==> src/hw/rtl/mift_pkg.sv <==
// Shared types and codes for the message id filter table.
`default_nettype none

package mift_pkg;

  localparam int unsigned DefEntries = 16;

  localparam int unsigned OpW     = 2;
  localparam int unsigned KeyW    = 8;
  localparam int unsigned HandW   = 8;
  localparam int unsigned StatusW = 2;

  typedef enum logic [OpW-1:0] {
    OP_INS_EXACT = 2'd0,
    OP_INS_RANGE = 2'd1,
    OP_CLASSIFY  = 2'd2,
    OP_UNDEF     = 2'd3
  } op_e;

  typedef enum logic [StatusW-1:0] {
    ST_OK      = 2'd0,
    ST_FULL    = 2'd1,
    ST_NOMATCH = 2'd2
  } status_e;

  typedef enum logic [1:0] {
    S_IDLE,
    S_SCAN,
    S_RESP
  } state_e;

  typedef struct packed {
    logic             is_range;
    logic [KeyW-1:0]  low;
    logic [KeyW-1:0]  high;
    logic [HandW-1:0] handler;
  } rule_t;

endpackage

`default_nettype wire

==> src/hw/rtl/message_id_filter_table.sv <==
// Ordered first-match rule table: rule insert and message id classify.
//
// Input stream: tuser carries the operation (insert exact, insert range,
// classify); tdata carries key_low, key_high and handler_in. Each transfer
// gives exactly one result transfer: tuser is the status (ok, table full,
// no match), tdata the handler of the first matching rule or zero.
// Inserts write the rule into the table memory in the accept cycle, from
// slot rule_count. A classify walks the rules in order through one
// comparator, one table memory read issued per cycle with registered read
// data, and stops at the first hit or after the last rule; on an empty
// table it reports no match without a read. The block takes one item at a
// time; tready is high only while it waits for a new item.
// A result waits in the output register; if the receiver stalls and a
// further result is ready, the block holds it and accepts nothing until the
// output register frees. Reset empties the table (rule_count to zero) and
// drops any pending result; table contents need no clearing pass.
`default_nettype none

module message_id_filter_table #(
  parameter int unsigned ENTRIES = mift_pkg::DefEntries
) (
  input  wire logic        clk_i,
  input  wire logic        rst_ni,
  input  wire logic        s_axis_tvalid_i,
  output logic             s_axis_tready_o,
  // [7:0] key_low, [15:8] key_high, [23:16] handler_in
  input  wire logic [23:0] s_axis_tdata_i,
  // [1:0] op
  input  wire logic [1:0]  s_axis_tuser_i,
  output logic             m_axis_tvalid_o,
  input  wire logic        m_axis_tready_i,
  // [7:0] handler_out
  output logic [7:0]       m_axis_tdata_o,
  // [1:0] status
  output logic [1:0]       m_axis_tuser_o
);
  import mift_pkg::*;

  localparam int unsigned CntW = $clog2(ENTRIES + 1);
  localparam int unsigned IdxW = (ENTRIES > 1) ? $clog2(ENTRIES) : 1;
  localparam logic [CntW-1:0] CntFull = CntW'(ENTRIES);
  localparam logic [CntW-1:0] CntOne  = CntW'(1);

  rule_t table_mem [ENTRIES];

  state_e            state_q, state_d;
  logic [CntW-1:0]   cnt_q, cnt_d;
  logic [CntW-1:0]   rd_idx_q, rd_idx_d;
  logic              chk_q, chk_d;
  logic              chk_last_q, chk_last_d;
  rule_t             rd_data_q;
  logic [KeyW-1:0]   key_q;
  status_e           res_status_q, res_status_d;
  logic [HandW-1:0]  res_handler_q, res_handler_d;
  logic              out_valid_q, out_valid_d;
  status_e           out_status_q;
  logic [HandW-1:0]  out_handler_q;

  logic              s_fire;
  logic              out_load;
  logic              issue;
  logic              hit;
  logic              mem_we;
  rule_t             wr_rule;
  op_e               in_op;
  logic [KeyW-1:0]   in_klo;
  logic [KeyW-1:0]   in_khi;
  logic [HandW-1:0]  in_hand;
  logic              full;

  assign in_op   = op_e'(s_axis_tuser_i);
  assign in_klo  = s_axis_tdata_i[7:0];
  assign in_khi  = s_axis_tdata_i[15:8];
  assign in_hand = s_axis_tdata_i[23:16];
  assign full    = (cnt_q == CntFull);

  // the shared comparator: range check, or equality for exact rules
  always_comb begin
    if (rd_data_q.is_range) begin
      hit = (key_q >= rd_data_q.low) && (key_q <= rd_data_q.high);
    end else begin
      hit = (key_q == rd_data_q.low);
    end
  end

  // next state
  always_comb begin
    state_d = state_q;
    case (state_q)
      S_IDLE: begin
        if (s_axis_tvalid_i) begin
          if (in_op == OP_CLASSIFY && cnt_q != '0) begin
            state_d = S_SCAN;
          end else begin
            state_d = S_RESP;
          end
        end
      end
      S_SCAN: begin
        if (chk_q && (hit || chk_last_q)) begin
          state_d = S_RESP;
        end
      end
      S_RESP: begin
        if (!out_valid_q || m_axis_tready_i) begin
          state_d = S_IDLE;
        end
      end
      default: state_d = S_IDLE;
    endcase
  end

  // outputs and datapath control
  always_comb begin
    s_axis_tready_o = (state_q == S_IDLE);
    s_fire          = s_axis_tvalid_i && s_axis_tready_o;
    issue           = (state_q == S_SCAN) && (rd_idx_q < cnt_q);
    out_load        = (state_q == S_RESP) && (!out_valid_q || m_axis_tready_i);
    mem_we          = 1'b0;
    cnt_d           = cnt_q;
    rd_idx_d        = rd_idx_q;
    chk_d           = issue;
    chk_last_d      = (rd_idx_q == cnt_q - CntOne);
    res_status_d    = res_status_q;
    res_handler_d   = res_handler_q;
    wr_rule.is_range = (in_op == OP_INS_RANGE);
    wr_rule.low      = in_klo;
    wr_rule.high     = (in_op == OP_INS_RANGE) ? in_khi : in_klo;
    wr_rule.handler  = in_hand;

    case (state_q)
      S_IDLE: begin
        rd_idx_d = '0;
        chk_d    = 1'b0;
        if (s_fire) begin
          res_handler_d = '0;
          case (in_op)
            OP_INS_EXACT, OP_INS_RANGE: begin
              if (full) begin
                res_status_d = ST_FULL;
              end else begin
                res_status_d = ST_OK;
                mem_we       = 1'b1;
                cnt_d        = cnt_q + CntOne;
              end
            end
            default: res_status_d = ST_NOMATCH;
          endcase
        end
      end
      S_SCAN: begin
        if (issue) begin
          rd_idx_d = rd_idx_q + CntOne;
        end
        if (chk_q) begin
          if (hit) begin
            res_status_d  = ST_OK;
            res_handler_d = rd_data_q.handler;
          end else if (chk_last_q) begin
            res_status_d  = ST_NOMATCH;
          end
        end
      end
      default: ;
    endcase

    out_valid_d = out_valid_q;
    if (out_load) begin
      out_valid_d = 1'b1;
    end else if (m_axis_tready_i) begin
      out_valid_d = 1'b0;
    end
  end

  always_ff @(posedge clk_i or negedge rst_ni) begin
    if (!rst_ni) begin
      state_q     <= S_IDLE;
      cnt_q       <= '0;
      rd_idx_q    <= '0;
      chk_q       <= 1'b0;
      out_valid_q <= 1'b0;
    end else begin
      state_q     <= state_d;
      cnt_q       <= cnt_d;
      rd_idx_q    <= rd_idx_d;
      chk_q       <= chk_d;
      out_valid_q <= out_valid_d;
    end
  end

  always_ff @(posedge clk_i) begin
    chk_last_q    <= chk_last_d;
    res_status_q  <= res_status_d;
    res_handler_q <= res_handler_d;
    if (s_fire) begin
      key_q <= in_klo;
    end
    if (out_load) begin
      out_status_q  <= res_status_q;
      out_handler_q <= res_handler_q;
    end
  end

  // rule table: one write port, one registered read port
  always_ff @(posedge clk_i) begin
    if (mem_we) begin
      table_mem[cnt_q[IdxW-1:0]] <= wr_rule;
    end
    if (issue) begin
      rd_data_q <= table_mem[rd_idx_q[IdxW-1:0]];
    end
  end

  assign m_axis_tvalid_o = out_valid_q;
  assign m_axis_tuser_o  = out_status_q;
  assign m_axis_tdata_o  = out_handler_q;

  a_cnt_bound: assert property (@(posedge clk_i) disable iff (!rst_ni)
    cnt_q <= CntFull)
    else $error("rule count above table depth");

  a_insert_count: assert property (@(posedge clk_i) disable iff (!rst_ni)
    (s_fire && (in_op == OP_INS_EXACT || in_op == OP_INS_RANGE) && !full)
    |=> (cnt_q == $past(cnt_q) + CntOne) && (res_status_q == ST_OK))
    else $error("insert did not append a rule");

  a_empty_classify: assert property (@(posedge clk_i) disable iff (!rst_ni)
    (s_fire && in_op == OP_CLASSIFY && cnt_q == '0)
    |=> (state_q == S_RESP) && (res_status_q == ST_NOMATCH))
    else $error("classify on empty table must report no match");

  a_resp_hold: assert property (@(posedge clk_i) disable iff (!rst_ni)
    (state_q == S_RESP && out_valid_q && !m_axis_tready_i)
    |=> (state_q == S_RESP) && $stable(out_handler_q))
    else $error("pending result overwritten while output stalled");

endmodule

`default_nettype wire
==> config.mk <==
export PLATFORM = sky130hd
export DESIGN_NAME = message_id_filter_table
export DESIGN_NICKNAME = d
export VERILOG_FILES = /design/src/hw/rtl/mift_pkg.sv /design/src/hw/rtl/message_id_filter_table.sv
export SDC_FILE = /design/constraint.sdc
export NUM_CORES = 1
export LEC_CHECK = 0
export ABC_AREA = 1
export BUFFER_PORTS_ARGS = -buffer_cell sky130_fd_sc_hd__buf_2
export CORE_ASPECT_RATIO = 1.75
export CORE_UTILIZATION = 60
export CTS_CLUSTER_SIZE = 14
export DETAILED_ROUTE_END_ITERATION = 16
export PLACE_DENSITY = 0.78
export SLEW_MARGIN = 20
export SYNTH_ARGS = -nofsm -noshare
export SYNTH_HDL_FRONTEND = slang
export SYNTH_SLANG_ARGS = --single-unit
export TNS_END_PERCENT = 30
==> constraint.sdc <==
create_clock -name clk_i -period 7.95 [get_ports clk_i]
set_clock_uncertainty 0.2 [all_clocks]
set_input_delay 1.9875 -clock clk_i [delete_from_list [all_inputs] [get_ports clk_i]]
set_output_delay 1.9875 -clock clk_i [all_outputs]
set_load 0.02 [all_outputs]
==> run summary <==
# DRC - 0
Sequential Power Share - 45.7%
Reg clk slew, reported paths - 0.06 ns
Detailed Route WL - 41480 um
Static Leak - 0.006886 uW
syn avg cell area - 13.15 um2
net switching share of the total power - 32.95%
CP endpoint kind - register
nets - 1488
r2r worst-path depth - 6
Synth Instances - 1422
Comb pwr share - 27.2%
die area - 31910 um2
f_max - 263.9 MHz
Ys Warns - 0
dominant cell type by area after synthesis - edfxtp_1
Power Internal - 4517 uW
CTS root buffer - clkbuf_16
power share of the clock group - 27.1%
slowest stage cell on the critical path - nor2_4
H-tree depth - 2
fraction of registers with async set/reset - 2.991%
core area - 30740 um2
most frequent cell after synthesis - edfxtp_1
Synth cell types - 35
top cells by count, synth - 453 x edfxtp_1, 283 x nor2_1, 141 x o21ai_0, 121 x o22ai_1, 110 x o21ai_1
final worst path period need - 3.789 ns
unrepaired setup endpoints after global routing - false
Tightest Pin Transition - 1.130 ns
First-pass DRT Iterations - 7
top cell type's share of synthesized area - 72.73%
Final Max Tran Viols - 0
Die H - 235.6 um
crit path DAT - 3.75 ns
global route overflow - 0
Setup TNS - 0 ns
WL/cell - 22.52 um
Post-CTS Setup Repair Bufs - 0
Max-Cap Viols - 0
cell repeated most along the worst path - nand2_1
Hold Vio Cnt, Final - 0
Final Instance Area - 20350 um2
Starting Density - 60.85%
hold_buf cts - 0
Ports - 42
crit path kind - primary input to register
Area growth syn-to-layout - 8.790%
synthesized area - 18700 um2
post-DP HPWL - 22670 um
VDD IR max - 273.9 uV
Syn Nets - 1478
vias in the first global route - 11.44k
hold path cells - 0
Max FO, Critical Path - 25
Vias - 11.59k
Post-synth EDFFs - 453
CTS tree - yes
maximum clock insertion buffer count - 3
drt first-iter violations - 1586
TritonCTS Buffers - 41
fin crit share - 47.66%
antenna violations before repair - 0
largest net degree at the start of global routing - 106
post-route ant nets - 0
PortBufs - 41
first-pass GRT wire length - 63030 um
Final GP Congestion - 0.8926
Slew headroom - 24.56%
register area share after synthesis - 74.71%
Hold Path Class - register to register
Core Rows - 85
ANT cells - 0
Top FF cell, synth - edfxtp_1
total track usage - 26.77%
drt via density - 6.292
Clock Latency Late Sink - 0.55 ns
Final Setup Violations - 0
Switch Pwr - 2220 uW
chip width - 135.5 um
post-CTS sizing - 0
Area after DPL - 19160 um2
pwr dens - 331.1 nW/um2
Largest stage delay, worst path - 0.88 ns
Worst Path Required - 7.91 ns
startpoint types - primary input
worst-path cell chain - buf_2 -> nand2_1 -> nor2_1 -> nand2_1 -> inv_2 -> nand2_1 -> nor2_4
status - completed
number of synthesized register bits - 468
top post-synthesis cells by area - edfxtp_1 73%, nor2_1 5.7%, o22ai_1 4.0%, o21ai_0 3.8%, o21ai_1 2.9%
clock sink count - 468
share of layout cells above drive strength 1 - 8.753%
==> per-layer routing <==
| metal | up-vias | wire length (um) | GRT usage, % |
|---|---|---|---|
| met5 | - | 0 | 0 |
| met4 | 0 | 2349 | 15.87 |
| met3 | 152 | 3192 | 3.682 |
| met2 | 683 | 21180 | 44.55 |
| met1 | 5519 | 14760 | 33.19 |
| li1 | 5236 | - | - |
==> power by group through the flow <==
stage               clock network [uW]  registers [uW]  logic, uW
floorplan                            0            3100       1340
global placement                     0            3120       1740
detailed placement                   0            3130       1800
CTS                               1840            3080       1810
global route                      1920            3100       2020
finish                            1830            3080       1830
==> through the flow <==
stage / power [uW] / setup slack (ns) / hold slack, ns / std cells / utilization [%]
after global placement: 4858 / 3.686 / 0.2032 / 1780 / 62.33
after global routing: 7040 / 4.046 / 0.2374 / 1842 / 66.20
final: 6738 / 4.161 / 0.2179 / 1842 / 66.20
after floorplan: 4439 / 3.797 / 0.2003 / 1422 / -
after CTS: 6729 / 4.183 / 0.2192 / 1842 / 66.20
after detailed placement: 4926 / 3.636 / 0.2045 / 1780 / 62.33
==> logic make-up (layout without fill, tap and decap cells) <==
group,after synthesis,count (layout),share of synthesized area [%]
DFF,468,468,74.71
and+or+nand+nor,375,375,7.814
xor gates and xnor gates,11,11,0.5152
adders and majority gates,26,26,1.739
AOI/OAI and AO/OA,402,402,11.75
buffers and inverters,140,169,3.465
==> cell usage in the layout, fill, tap and decap left out, types with 17 or more instances in the layout <==
cell	instances
a21oi_1	17
buf_2	41
clkbuf_16	43
edfxtp_1	453
ha_1	26
inv_1	50
nand2_1	73
nor2_1	267
nor2_4	17
o21ai_0	141
o21ai_1	110
o22ai_1	121
==> registers in the layout (all words and copies together) (netlist names), 5 cells and up <==
signal,cells
rd_idx_q,5
rd_data_q,25
m_axis_tdata_o,8
key_q,8
cnt_q,5
res_handler_q,8
table_mem,400
==> path summary, 6_finish.rpt <==
path | slack (ns) | end | start
max | 4.16 | table_mem[9][20] | s_axis_tvalid_i
min | 0.22 | m_axis_tdata_o[7] | res_handler_q[7]
min reg2reg | 0.22 | m_axis_tdata_o[7] | res_handler_q[7]
max reg2reg | 4.31 | rd_data_q[11] | rd_idx_q[0]
max in group asynchronous | 6.10 | rd_idx_q[0] | rst_ni
min in group asynchronous | 1.15 | state_q[0] | rst_ni
==> area by class of cell <==
cell class / instances / area, um2
inverter: 57 / 219.0
multi-input combinational: 814 / 4197
sequential: 468 / 13980
clock buffer: 54 / 1117
fill: 2045 / 10390
timing repair buffer: 50 / 272.8
tap: 391 / 489.2
clock inverter: 8 / 72.57
==> critical path: cells and delay by family <==
| kind | cells | cell delay [ns] |
|---|---|---|
| AND/OR/NAND/NOR | 5 | 1.47 |
| buffers and inverters | 2 | 0.26 |
No activity file was read; power rests on OpenSTA's default activity.
